## config.mk

```make
export PLATFORM = sky130hd
export DESIGN_NAME = i2c_master_transfer_sequencer_unit
export DESIGN_NICKNAME = d
export VERILOG_FILES = /design/src/rtl/i2cms_pkg.sv /design/src/rtl/i2c_master_transfer_sequencer_unit.sv
export SDC_FILE = /design/constraint.sdc
export NUM_CORES = 1
export LEC_CHECK = 0
export BUFFER_PORTS_ARGS = -buffer_cell sky130_fd_sc_hd__buf_2
export CORE_UTILIZATION = 43
export DETAILED_ROUTE_END_ITERATION = 10
export SYNTH_ARGS = -nofsm -noshare
export SYNTH_HDL_FRONTEND = slang
export SYNTH_SLANG_ARGS = --single-unit
```

## constraint.sdc

```tcl
create_clock -name i_clk -period 3.5 [get_ports i_clk]
set_input_delay 0.35 -clock i_clk [delete_from_list [all_inputs] [get_ports i_clk]]
set_output_delay 0.35 -clock i_clk [all_outputs]
set_load 0.01 [all_outputs]
```

## src/rtl/i2cms_pkg.sv

```systemverilog
// Package with the types, constants and codes of the I2C master transfer sequencer.
package i2cms_pkg;

    localparam int BUFFER_DEPTH = 16;
    localparam int ADDR_W = (BUFFER_DEPTH > 1) ? $clog2(BUFFER_DEPTH) : 1;
    localparam int POS_W  = 16;
    localparam int CALC_W = (POS_W > 8) ? POS_W : 8;

    typedef enum logic [1:0] {
        FUNC_LOAD  = 2'd0,
        FUNC_START = 2'd1,
        FUNC_EVENT = 2'd2,
        FUNC_ERROR = 2'd3
    } t_func;

    typedef enum logic [1:0] {
        ERR_NONE     = 2'd0,
        ERR_ACK_FAIL = 2'd1,
        ERR_BUS      = 2'd2
    } t_err;

    localparam int ST_START_SENT = 0;
    localparam int ST_ADDR       = 1;
    localparam int ST_TRANSMIT   = 2;
    localparam int ST_TX_EMPTY   = 3;
    localparam int ST_BYTE_DONE  = 4;
    localparam int ST_RX_FULL    = 5;
    localparam int ST_ACK_FAIL   = 6;

    typedef struct packed {
        t_func      func;
        logic [6:0] dev_addr;
        logic       is_read;
        logic [7:0] byte_count;
        logic [7:0] data_byte;
        logic [3:0] byte_index;
        logic [6:0] status_flags;
    } t_in_item;

    typedef struct packed {
        logic       dr_write;
        logic [7:0] dr_data;
        logic       start_req;
        logic       stop_req;
        logic       ack_bit;
        logic       busy_res;
        logic       op_done;
        logic       start_rejected;
        t_err       error_code;
        logic       rx_valid;
        logic [7:0] rx_data;
        logic [3:0] rx_index;
    } t_out_item;

endpackage

```

## src/rtl/i2c_master_transfer_sequencer_unit.sv

```systemverilog
// Top level of the I2C master transfer sequencer: event decoding and transfer buffer.
//
// The sequencer takes one transaction per clock cycle, back to back, and delivers its
// result in the cycle after acceptance through a single output register; a new transaction
// is taken whenever that register is empty or is being emptied in the same cycle. The
// transfer buffer is a 16 x 8 synchronous memory with one write and one read port: the
// decision logic settles all scalar state at acceptance and issues the buffer read then,
// and the read data fills the data-register byte of the result in the output stage.
// The buffer needs no clearing after reset and holds undefined contents until written.
module i2c_master_transfer_sequencer_unit (
    input  logic                  i_clk,
    input  logic                  i_rst_n,
    input  logic                  i_in_valid,
    output logic                  o_in_stall,
    input  i2cms_pkg::t_in_item   i_in,
    output logic                  o_out_valid,
    input  logic                  i_out_stall,
    output i2cms_pkg::t_out_item  o_out
);

    logic [7:0] mem [i2cms_pkg::BUFFER_DEPTH];

    logic                        r_busy;
    logic [6:0]                  r_target_addr;
    logic                        r_read_mode;
    logic [i2cms_pkg::POS_W-1:0] r_total_bytes;
    logic [i2cms_pkg::POS_W-1:0] r_cur_pos;
    logic                        r_ack_enable;

    logic                        n_busy;
    logic [6:0]                  n_target_addr;
    logic                        n_read_mode;
    logic [i2cms_pkg::POS_W-1:0] n_total_bytes;
    logic [i2cms_pkg::POS_W-1:0] n_cur_pos;
    logic                        n_ack_enable;

    logic                         r_out_valid;
    i2cms_pkg::t_out_item         r_res;
    logic                         r_dr_from_mem;
    logic [7:0]                   r_rd_data;

    i2cms_pkg::t_out_item         res;
    logic                         dr_from_mem;
    logic [i2cms_pkg::ADDR_W-1:0] rd_addr;
    logic                         mem_we;
    logic [i2cms_pkg::ADDR_W-1:0] wr_addr;
    logic [7:0]                   wr_data;
    logic                         accept;
    logic [7:0]                   left;
    logic [i2cms_pkg::POS_W-1:0]  pos_inc;

    assign o_in_stall  = r_out_valid && i_out_stall;
    assign accept      = i_in_valid && !o_in_stall;
    assign o_out_valid = r_out_valid;
    assign pos_inc     = r_cur_pos + i2cms_pkg::POS_W'(1);
    assign left        = 8'(r_total_bytes) - 8'(pos_inc);

    always_comb begin
        n_busy        = r_busy;
        n_target_addr = r_target_addr;
        n_read_mode   = r_read_mode;
        n_total_bytes = r_total_bytes;
        n_cur_pos     = r_cur_pos;
        n_ack_enable  = r_ack_enable;
        res           = '0;
        res.error_code = i2cms_pkg::ERR_NONE;
        dr_from_mem   = 1'b0;
        rd_addr       = i2cms_pkg::ADDR_W'(r_cur_pos);
        mem_we        = 1'b0;
        wr_addr       = i2cms_pkg::ADDR_W'(i_in.byte_index);
        wr_data       = i_in.data_byte;
        case (i_in.func)
            i2cms_pkg::FUNC_LOAD: begin
                if (!r_busy && (i2cms_pkg::CALC_W'(i_in.byte_index)
                                < i2cms_pkg::CALC_W'(i2cms_pkg::BUFFER_DEPTH))) begin
                    mem_we = 1'b1;
                end
            end
            i2cms_pkg::FUNC_START: begin
                if ((i2cms_pkg::CALC_W'(i_in.byte_count)
                     > i2cms_pkg::CALC_W'(i2cms_pkg::BUFFER_DEPTH)) || r_busy) begin
                    res.start_rejected = 1'b1;
                end else begin
                    n_busy        = 1'b1;
                    n_target_addr = i_in.dev_addr;
                    n_read_mode   = i_in.is_read;
                    n_total_bytes = i2cms_pkg::POS_W'(i_in.byte_count);
                    n_cur_pos     = '0;
                    n_ack_enable  = 1'b1;
                    res.start_req = 1'b1;
                end
            end
            i2cms_pkg::FUNC_EVENT: begin
                if (i_in.status_flags[i2cms_pkg::ST_START_SENT]) begin
                    res.dr_write = 1'b1;
                    res.dr_data  = {r_target_addr, r_read_mode};
                end else if (i_in.status_flags[i2cms_pkg::ST_ADDR]) begin
                    if (r_read_mode && (r_total_bytes == i2cms_pkg::POS_W'(1))) begin
                        n_ack_enable = 1'b0;
                    end
                    if (i_in.status_flags[i2cms_pkg::ST_TRANSMIT]) begin
                        res.dr_write = 1'b1;
                        dr_from_mem  = 1'b1;
                        rd_addr      = '0;
                        n_cur_pos    = pos_inc;
                    end else if (r_total_bytes == i2cms_pkg::POS_W'(1)) begin
                        res.stop_req = 1'b1;
                    end
                end else if (i_in.status_flags[i2cms_pkg::ST_TX_EMPTY]) begin
                    if (r_cur_pos < r_total_bytes) begin
                        res.dr_write = 1'b1;
                        dr_from_mem  = 1'b1;
                        n_cur_pos    = pos_inc;
                    end else if (i_in.status_flags[i2cms_pkg::ST_BYTE_DONE]) begin
                        res.stop_req = 1'b1;
                        res.op_done  = 1'b1;
                        n_busy       = 1'b0;
                    end
                end else if (i_in.status_flags[i2cms_pkg::ST_RX_FULL]) begin
                    if (i2cms_pkg::CALC_W'(r_cur_pos)
                        < i2cms_pkg::CALC_W'(i2cms_pkg::BUFFER_DEPTH)) begin
                        mem_we       = 1'b1;
                        wr_addr      = i2cms_pkg::ADDR_W'(r_cur_pos);
                        res.rx_valid = 1'b1;
                        res.rx_data  = i_in.data_byte;
                        res.rx_index = 4'(r_cur_pos);
                        n_cur_pos    = pos_inc;
                        if (left[7:0] == 8'd1) begin
                            n_ack_enable = 1'b0;
                            res.stop_req = 1'b1;
                        end else if (left[7:0] == 8'd0) begin
                            n_busy      = 1'b0;
                            res.op_done = 1'b1;
                        end
                    end
                end
            end
            i2cms_pkg::FUNC_ERROR: begin
                if (i_in.status_flags[i2cms_pkg::ST_ACK_FAIL]) begin
                    res.stop_req   = 1'b1;
                    res.start_req  = 1'b1;
                    res.error_code = i2cms_pkg::ERR_ACK_FAIL;
                    n_busy         = 1'b0;
                    n_ack_enable   = 1'b1;
                end else begin
                    res.error_code = i2cms_pkg::ERR_BUS;
                end
            end
            default: begin
                res.error_code = i2cms_pkg::ERR_NONE;
            end
        endcase
        res.ack_bit  = n_ack_enable;
        res.busy_res = n_busy;
    end

    always_ff @(posedge i_clk) begin
        if (!i_rst_n) begin
            r_busy        <= 1'b0;
            r_target_addr <= '0;
            r_read_mode   <= 1'b0;
            r_total_bytes <= '0;
            r_cur_pos     <= '0;
            r_ack_enable  <= 1'b1;
        end else if (accept) begin
            r_busy        <= n_busy;
            r_target_addr <= n_target_addr;
            r_read_mode   <= n_read_mode;
            r_total_bytes <= n_total_bytes;
            r_cur_pos     <= n_cur_pos;
            r_ack_enable  <= n_ack_enable;
        end
    end

    always_ff @(posedge i_clk) begin
        if (accept && mem_we) begin
            mem[wr_addr] <= wr_data;
        end
    end

    always_ff @(posedge i_clk) begin
        if (accept) begin
            r_rd_data <= mem[rd_addr];
        end
    end

    always_ff @(posedge i_clk) begin
        if (!i_rst_n) begin
            r_out_valid <= 1'b0;
        end else if (accept) begin
            r_out_valid <= 1'b1;
        end else if (!i_out_stall) begin
            r_out_valid <= 1'b0;
        end
    end

    always_ff @(posedge i_clk) begin
        if (accept) begin
            r_res         <= res;
            r_dr_from_mem <= dr_from_mem;
        end
    end

    always_comb begin
        o_out = r_res;
        if (r_dr_from_mem) begin
            o_out.dr_data = r_rd_data;
        end
    end

    a_accept_fills_output: assert property (@(posedge i_clk) disable iff (!i_rst_n)
        accept |=> r_out_valid)
        else $error("accepted transaction did not reach the output register");

    a_stalled_result_kept: assert property (@(posedge i_clk) disable iff (!i_rst_n)
        (r_out_valid && i_out_stall) |=> r_out_valid)
        else $error("stalled result was dropped");

    a_mem_read_is_write: assert property (@(posedge i_clk) disable iff (!i_rst_n)
        (r_out_valid && r_dr_from_mem) |-> r_res.dr_write)
        else $error("buffer byte selected without a data-register write");

    a_rx_excludes_tx: assert property (@(posedge i_clk) disable iff (!i_rst_n)
        (r_out_valid && r_res.rx_valid) |-> !o_out.dr_write)
        else $error("receive and transmit in one result");

    a_start_sets_busy: assert property (@(posedge i_clk) disable iff (!i_rst_n)
        (accept && (i_in.func == i2cms_pkg::FUNC_START) && !res.start_rejected)
        |=> r_busy)
        else $error("granted start did not set busy");

endmodule

```

# == After elaboration in Yosys (flattened, before gate mapping) ==
# Memory sizes are Yosys's and may differ from the RTL's. A register that Yosys moved wholly into a read port is not among the register bits.
# Cells that the tools add are included.
# word_totals
out_inout_bits,32
input_bits,41
memories,1
word_cells,138
regBits,66
mem_bits_rw,128
# op_classes
bitwise_logic,4
add_sub_neg,2
muxes,80
reduce_logical,16
n_lt_le_gt_ge,3
n_eq_ne,12
# mem_list
memory,depth,word_bits,read_ports,rd_ports_with_merged_regs,write_ports,line_no,rtl
mem,16,8,1,1,1,i2c_master_transfer_sequencer_unit.sv:21,logic [7:0] mem [i2cms_pkg::BUFFER_DEPTH];
# ops
op,n
$mux 16,8
$mux 1,52
$mux 4,10
$pmux 16 s2,1
$add 16x1->16 const B,1
$eq 8x1->1 const B,2
$lt 16x5->1 const B,1
$lt 16x8->1,1
$mux 13,1
$ne 4x4->1 const B,3
$gt 8x5->1 const B,1
$logic_not 8->1,1
$mux 8,1
$reduce_and 8->1,1
$sub 8x8->8,1
$pmux 1 s2,3
$pmux 1 s3,2
$reduce_or 6->1,1
$reduce_or 5->1,1
$eq 2x2->1 const B,2
$logic_and 1x1->1,4
$mux 2,2
$ne 2x2->1 const B,2
$not 1->1,4
11 further kinds,11

# == Logic depth before layout (Yosys ltp) ==
# Gate-level depths: netlist (run 1).
# depth
depth_word,11
depth_mapped,12
mapped_depth_nobuf,12

# == Worst setup path before layout (run 1) ==
# No wires, ideal clock.
# synth_path
kind,reg-to-reg
from,register r_cur_pos[0] (netlist name)
to,register r_res (netlist bit o_out[17]) (data pin)
arrival_time_ns,2.652
synth_period_minus_slack_ns,2.916
slack_ns,0.584
t_required_ns,3.237
path_buffers,1
path_stages_with_launch,12
setup_time_ns,0.263
path_cell_list,dfxtp_1 -> inv_1 -> buf_1 -> ha_1 -> fa_1 -> nor2b_1 -> nand4b_1 -> o32ai_1 -> a211oi_1 -> nor4b_1 -> o21a_1 -> o21ai_1
# synth_via
elab_chain_cells,11
word_cells_on_any_way,15
cone_classes,add/sub (2); order compare (2); eq/ne (1); mux (9); reduce/logical (1)
# synth_lines
item,line_no,rtl
from (decl),i2c_master_transfer_sequencer_unit.sv:27,logic [i2cms_pkg::POS_W-1:0] r_cur_pos;
from (signal assigned),i2c_master_transfer_sequencer_unit.sv:170,r_cur_pos <= n_cur_pos;
$add 16x1->16,i2c_master_transfer_sequencer_unit.sv:55,assign pos_inc = r_cur_pos + i2cms_pkg::POS_W'(1);
$sub 8x8->8,i2c_master_transfer_sequencer_unit.sv:56,assign left = 8'(r_total_bytes) - 8'(pos_inc);
$logic_not 8->1,i2c_master_transfer_sequencer_unit.sv:131,end else if (left[7:0] == 8'd0) begin
$mux 1,i2c_master_transfer_sequencer_unit.sv:131,
$mux 1,i2c_master_transfer_sequencer_unit.sv:128,if (left[7:0] == 8'd1) begin
$mux 1,i2c_master_transfer_sequencer_unit.sv:120,if (i2cms_pkg::CALC_W'(r_cur_pos)
$mux 1,i2c_master_transfer_sequencer_unit.sv:119,end else if (i_in.status_flags[i2cms_pkg::ST_RX_FULL]) begin
$mux 1 *,i2c_master_transfer_sequencer_unit.sv:109,end else if (i_in.status_flags[i2cms_pkg::ST_TX_EMPTY]) begin
$mux 1 *,i2c_master_transfer_sequencer_unit.sv:97,end else if (i_in.status_flags[i2cms_pkg::ST_ADDR]) begin
$mux 1 *,i2c_master_transfer_sequencer_unit.sv:94,if (i_in.status_flags[i2cms_pkg::ST_START_SENT]) begin
$pmux 1 s3 *,i2c_master_transfer_sequencer_unit.sv:72,case (i_in.func)
via n_busy,i2c_master_transfer_sequencer_unit.sv:30,logic n_busy;
to (signal assigned),i2c_master_transfer_sequencer_unit.sv:199,r_res <= res;
to (decl),i2c_master_transfer_sequencer_unit.sv:38,i2cms_pkg::t_out_item r_res;
# The timed path passes the listed nets; every way through them passes the cells marked *.
# A chain may end at the register's enable or synchronous reset.

# == Worst setup path after layout (run 1) ==
# layout_path
from,register r_cur_pos[1] (netlist name)
to,register r_res (netlist bit o_out[17]) (data pin)
# The elaborated chain is that of the path after synthesis.

==> run summary, run 1 <==
* run status: complete, no violations
* unrepaired setup endpoints after global routing: no
* final critical path time including I/O delays and setup: 3.191 ns
* Remaining Overflow, GRT: 0
* final weighted congestion of routability-driven global placement: 0.9589
* LEAKAGE: 3.643 nW
* filler cell count in the final layout: 1,767
* number of buffers inserted during clock tree synthesis: 22
* Post-Synth Simple-Gate Area: 14.16%
* wire length of the first global-routing pass: 31,420 um
* cells taking the most area after synthesis: sky130_fd_sc_hd__edfxtp_1, sky130_fd_sc_hd__dfxtp_1, sky130_fd_sc_hd__mux4_2, sky130_fd_sc_hd__nand2_1, sky130_fd_sc_hd__mux2i_1
* CTS tree: built
* Skew-Pair Late Insertion Delay: 0.52 ns
* final net count: 827
* number of cells produced by synthesis: 701
* most numerous cell in the Yosys netlist: sky130_fd_sc_hd__edfxtp_1
* clock-pin slew on the worst setup and hold paths: 0.06 ns
* xor and xnor fraction of the mapped netlist area: 2.129%
* total wire length after detailed routing: 20,160 um
* CTS sink count: 202
* clock root buffer: sky130_fd_sc_hd__clkbuf_16
* clock buffer depth: 3
* routed length per placed instance: 19.13 um
* library cell with the largest summed area after synthesis: sky130_fd_sc_hd__edfxtp_1
* number of distinct library cells after synthesis: 60
* Post-Synthesis Net Count: 759
* number of vias in the routed layout: 5,821
* number of global-route vias before repair: 5,602
* Post-Synthesis Cell Area: 9050 um^2
* VDD IR-drop max: 0.4011 mV
* worst setup path category: reg2reg
* share of async-settable or async-resettable flops after synthesis: 0%
* compound-gate portion of the synthesized area: 6.664%
* Global Route Usage Sum: 18.84%
* Yosys warning total: 0
* dominant combinational cell family by area after synthesis: simple AND/OR/NAND/NOR gates
* Post-CTS Resized: 0
* fmax: 0.3134 GHz
* Min Hold Slack: 0.07481 ns
* DRT antenna net count: 0
* sequential area share after synthesis: 63.15%
* DRC violation total after the first TritonRoute iteration: 403
* Worst setup EP type: flop
* top-level port count: 73
* Power Dens Cells: 490.5 nW/um^2
* proportion of synthesized area in mux cells: 7.410%
* total of flip-flops plus latches after synthesis: 202
* number of pins with negative max-slew slack in the final report: 0
* Post-CTS Hold Fix Bufs: 0
* Final setup viols: 0
* worst endpoint data arrival time: 3.43 ns
* Final Cycle Share: 91.16%
* number of buffers inserted by post-CTS setup repair: 0
* Total Negative Setup Slacks: 0 ns
* HPWL after detailed placement: 13,840 um
* top fanout value on the critical path: 8
* top cells by instance count after synthesis: sky130_fd_sc_hd__edfxtp_1, sky130_fd_sc_hd__nand2_1, sky130_fd_sc_hd__nor2_1
* synthesized area per cell: 12.91 um^2
* Worst slew margin: 48.45%
* DRC Markers: 0
* EDFF count, synth: 167
* worst clock skew: 0.02017 ns
* required time of the worst setup path: 3.74 ns
* TritonRoute pass-1 iters: 4
* I/O Buffers: 72
* synthesized-area fraction occupied by adder cells: 2.433%
* class of the worst hold path: in2reg
* # Max-Cap Violations: 0
* depth of the CTS H-tree: 1
* total number of placement rows: 52
* CP startpoint kind: flop
* pin slew with the least headroom to its limit: 0.7733 ns
* antenna violations before repair: 0
* largest net degree at the start of global routing: 31
* antenna fix cells: 0
* register-to-register setup slack: 0.31 ns
* number of vias per cell after detailed routing: 5.523
* top-area cell type share of the netlist area: 55.41%
* floorplan die area: 21,630 um^2
* Primary FF master, synth: sky130_fd_sc_hd__edfxtp_1
* Die H: 147.1 um
* area inside the core boundary: 20,430 um^2
* Syn-to-layout area delta: 14.49%
* final hold violation count: 0
* horizontal die dimension: 147.1 um
* starting utilization of the core area: 44.30%
* share of post-route cells with drive strength above 1: 20.92%
[critical path, stage by stage, from the launching register on]
cell,delay [ns]
sky130_fd_sc_hd__dfxtp_1,0.46
sky130_fd_sc_hd__ha_1,0.26
sky130_fd_sc_hd__nand3_1,0.15
sky130_fd_sc_hd__nor2_1,0.23
sky130_fd_sc_hd__xnor2_1,0.16
sky130_fd_sc_hd__ha_1,0.30
sky130_fd_sc_hd__a211oi_1,0.25
sky130_fd_sc_hd__o221ai_1,0.14
sky130_fd_sc_hd__nor3_1,0.17
sky130_fd_sc_hd__nand4b_1,0.18
sky130_fd_sc_hd__nor4b_2,0.33
sky130_fd_sc_hd__o21a_1,0.21
sky130_fd_sc_hd__o21ai_1,0.09
[stage by stage]
step,setup slack [ns],area (um^2),std cells,util [%],power [mW]
final,0.3093,10360,1054,50.72,5.082
after CTS,0.2687,10350,1054,50.69,5.133
after floorplan,0.5843,9050,701,-,2.827
after global placement,0.4897,9667,1015,47.32,2.919
after global routing,0.06236,10360,1054,50.72,5.234
after detailed placement,0.3792,9667,1015,47.32,2.925
[path summary, 6_finish.rpt]
check	from	endpoint	cells past startpoint
worst max-delay path	r_cur_pos[1]$_SDFFE_PN0P_	o_out[17]$_DFFE_PP_	12
worst min-delay path	i_in_valid	o_out_valid$_SDFFE_PN0P_	2
worst max register to register	r_cur_pos[1]$_SDFFE_PN0P_	o_out[17]$_DFFE_PP_	12
worst min register to register	r_total_bytes[5]$_SDFFE_PN0P_	r_total_bytes[5]$_SDFFE_PN0P_	2
[placed cells by master (no fill, tap or decap), types with 3 or more instances in the layout]
master,n
sky130_fd_sc_hd__edfxtp_1,167
sky130_fd_sc_hd__buf_2,72
sky130_fd_sc_hd__nand2_1,71
sky130_fd_sc_hd__nor2_1,50
sky130_fd_sc_hd__dfxtp_1,35
sky130_fd_sc_hd__nand3_1,33
sky130_fd_sc_hd__buf_4,28
sky130_fd_sc_hd__mux2i_1,22
sky130_fd_sc_hd__clkbuf_16,22
sky130_fd_sc_hd__nor2b_1,21
sky130_fd_sc_hd__a21oi_1,18
sky130_fd_sc_hd__and3_1,18
sky130_fd_sc_hd__mux4_2,16
sky130_fd_sc_hd__ha_1,16
sky130_fd_sc_hd__inv_1,15
sky130_fd_sc_hd__and2_1,15
sky130_fd_sc_hd__xor2_1,14
sky130_fd_sc_hd__a31oi_1,14
sky130_fd_sc_hd__o21ai_0,9
sky130_fd_sc_hd__nor3_1,8
sky130_fd_sc_hd__xnor2_1,8
sky130_fd_sc_hd__mux2_2,8
sky130_fd_sc_hd__a22oi_1,8
sky130_fd_sc_hd__a32oi_1,8
sky130_fd_sc_hd__clkinv_1,7
sky130_fd_sc_hd__o21a_1,6
sky130_fd_sc_hd__o21ai_1,6
sky130_fd_sc_hd__nand4_1,5
sky130_fd_sc_hd__o211ai_1,4
sky130_fd_sc_hd__nor3b_1,4
sky130_fd_sc_hd__clkinv_2,4
sky130_fd_sc_hd__a211oi_1,3
sky130_fd_sc_hd__nor4_1,3
sky130_fd_sc_hd__and4_1,3
sky130_fd_sc_hd__nand2b_1,3
sky130_fd_sc_hd__or3_1,3
sky130_fd_sc_hd__clkbuf_1,3
[registers in the layout, indices dropped and copies added (netlist names), 7 cells and up]
name           flops
r_cur_pos         16
r_target_addr      7
o_out             22
mem              128
r_total_bytes      8
r_res              8
r_rd_data          8
[where the power goes]
part           switching [mW]  internal (mW)
clock network           0.909           1.30
registers              0.0128           2.63
logic                   0.147         0.0824
[area by class of cell]
type                    count  area [um^2]  share of cell area (%)
clock buffers              25        561.8                   5.422
multi-input cells         426         2985                   28.81
clock inverters            14        126.4                   1.220
repair buffers            100        570.5                   5.507
inverters                  17        63.81                  0.6159
well taps                 270        337.8                   3.260
flip-flops and latches    202         5715                   55.16
[cell families after synthesis]
family	after synthesis
adders and majority gates	17
buffers and inverters	73
DFF	202
AOI/OAI and AO/OA	90
xor gates and xnor gates	22
and+or+nand+nor	251
muxes	46
[routing by layer]
metal	share of wire, %	vias up	GRT usage (%)
li1	-	2727	-
met1	46	2845	27.17
met2	46	213	29.17
met3	5.9	36	3.354
met4	2.4	0	5.464
met5	0	-	0
(Power assumes the default switching activity.)
==> run 2: changes to the inputs <==
Clock period 3.5 ns to 3.4 ns, I/O delays scaled along.
==> run 2 against run 1 <==
Utilization fell by 0.42 points. First-iteration DRC count down 15%. Critical path depth is the same. Total power increased by 0.96%. Clock power fell by 2%. Critical path type unchanged.
==> run summary, run 2 (synthesis gave the netlist of run 1 again) <==
* run status: complete, no violations
* share of post-route cells with drive strength above 1: 20.59%
* Post-CTS Hold Fix Bufs: 0
* DRT antenna net count: 0
* number of buffers inserted by post-CTS setup repair: 0
* Final setup viols: 0
* final net count: 820
* pin slew with the least headroom to its limit: 0.7548 ns
* Syn-to-layout area delta: 13.55%
* most frequent cells in the layout: sky130_fd_sc_hd__edfxtp_1, sky130_fd_sc_hd__buf_2, sky130_fd_sc_hd__nand2_1
* CP startpoint kind: flop
* VDD IR-drop max: 0.3267 mV
* Remaining Overflow, GRT: 0
* number of vias per cell after detailed routing: 5.478
* clock root buffer: sky130_fd_sc_hd__clkbuf_16
* cell-by-cell listing of the critical path: ha_1, nand3_1, nor2_1, xnor2_1, ha_1, a211oi_1, o221ai_1, nor3_1, nand4b_1, nor4b_1, o21a_1, o21ai_1
* post-route core utilization: 50.30%
* commonest non-fill, non-tap cell in the layout: sky130_fd_sc_hd__edfxtp_1
* clock-pin slew on the worst setup and hold paths: 0.06 ns
* floorplan die area: 21,630 um^2
* antenna violations before repair: 3
* largest net degree at the start of global routing: 31
* final weighted congestion of routability-driven global placement: 0.9516
* number of vias in the routed layout: 5,735
* DRC violation total after the first TritonRoute iteration: 344
* cell repeated most along the worst path: sky130_fd_sc_hd__ha_1
* I/O Buffers: 72
* area used by multi-input combinational logic: 2979 um^2
* final critical path time including I/O delays and setup: 3.147 ns
* Die H: 147.1 um
* antenna fix cells: 0
* cell family with the largest share of critical-path delay: simple AND/OR/NAND/NOR gates
* routed length per placed instance: 19.36 um
* # Max-Cap Violations: 0
* starting utilization of the core area: 44.30%
* clock buffer depth: 3
* Biggest register: mem
* unrepaired setup endpoints after global routing: no
* Total Negative Setup Slacks: 0 ns
* Final Cycle Share: 92.57%
* top fanout value on the critical path: 9
* crit path buf inv count: 0
* max FFs per register: 128
* CTS tree: built
* register cell area after layout: 5715 um^2
* number of pins with negative max-slew slack in the final report: 0
* fmax: 0.3177 GHz
* worst setup path category: reg2reg
* area inside the core boundary: 20,430 um^2
* filler cell count in the final layout: 1,795
* CTS sink count: 202
* number of global-route vias before repair: 5,688
* Worst slew margin: 49.34%
* total wire length after detailed routing: 20,270 um
* Post-CTS Resized: 0
* LEAKAGE: 3.597 nW
* number of buffers inserted during clock tree synthesis: 21
* HPWL after detailed placement: 13,960 um
* Critical-path top delay cell: sky130_fd_sc_hd__dfxtp_1
* final hold violation count: 0
* Power Dens Cells: 499.3 nW/um^2
* required time of the worst setup path: 3.64 ns
* DRC Markers: 0
* class of the worst hold path: in2reg
* horizontal die dimension: 147.1 um
* wire length of the first global-routing pass: 31,660 um
* total number of placement rows: 52
* worst clock skew: 0.008426 ns
* worst endpoint data arrival time: 3.39 ns
* TritonRoute pass-1 iters: 5
* Skew-Pair Late Insertion Delay: 0.50 ns
* Global Route Usage Sum: 18.95%
* Worst setup EP type: flop
* top-level port count: 73
* depth of the CTS H-tree: 1
* Critical Path Max Stage Delay: 0.46 ns
[run 2: layout make-up]
class,count,share of cell area [%]
Clock inverter,12,0.9741
Clock buffer,26,5.394
Multi-Input combinational cell,426,28.99
Tap cell,270,3.287
Timing Repair Buffer,94,5.114
Sequential cell,202,55.62
Inverter,17,0.6210
[run 2: through the flow]
step,hold WS [ns],worst slack (ns),cell area [um^2],power [mW],std cells
after global placement,0.4947,0.4212,9622,3.004,1009
after global routing,0.07043,0.02917,10280,5.295,1047
after detailed placement,0.4949,0.3136,9622,3.010,1009
final,0.06563,0.2526,10280,5.131,1047
after floorplan,0.4389,0.4843,9050,2.910,701
after CTS,0.05301,0.2984,10280,5.185,1047
[run 2: where the power goes]
part	switching [mW]	internal (mW)	total, mW
logic	0.151	0.0843	0.236
registers	0.0130	2.71	2.72
clock network	0.927	1.25	2.17
total	1.09	4.04	5.13
[run 2: final timing paths]
check / startpoint / endpoint / slack, ns / cells past startpoint
setup / recovery: r_cur_pos[0]$_SDFFE_PN0P_ / o_out[17]$_DFFE_PP_ / 0.25 / 12
hold / removal: i_in_valid / o_out_valid$_SDFFE_PN0P_ / 0.07 / 2
setup reg to reg: r_cur_pos[0]$_SDFFE_PN0P_ / o_out[17]$_DFFE_PP_ / 0.25 / 12
hold reg to reg: r_total_bytes[6]$_SDFFE_PN0P_ / r_total_bytes[6]$_SDFFE_PN0P_ / 0.50 / 2
[run 2: layer usage]
| metal | up-vias | part of all wire (%) | GRT usage (%) |
|---|---|---|---|
| met3 | 43 | 6.6 | 3.758 |
| met4 | 6 | 2.4 | 5.670 |
| met5 | - | 0.23 | 0 |
| li1 | 2718 | - | - |
| met2 | 202 | 46 | 30.07 |
| met1 | 2766 | 45 | 26.40 |
[run 2: worst register-to-register path: stages (launching register included)]
cell,delay [ns]
sky130_fd_sc_hd__dfxtp_1,0.46
sky130_fd_sc_hd__ha_1,0.25
sky130_fd_sc_hd__nand3_1,0.16
sky130_fd_sc_hd__nor2_1,0.23
sky130_fd_sc_hd__xnor2_1,0.16
sky130_fd_sc_hd__ha_1,0.30
sky130_fd_sc_hd__a211oi_1,0.25
sky130_fd_sc_hd__o221ai_1,0.15
sky130_fd_sc_hd__nor3_1,0.15
sky130_fd_sc_hd__nand4b_1,0.16
sky130_fd_sc_hd__nor4b_1,0.35
sky130_fd_sc_hd__o21a_1,0.20
sky130_fd_sc_hd__o21ai_1,0.08
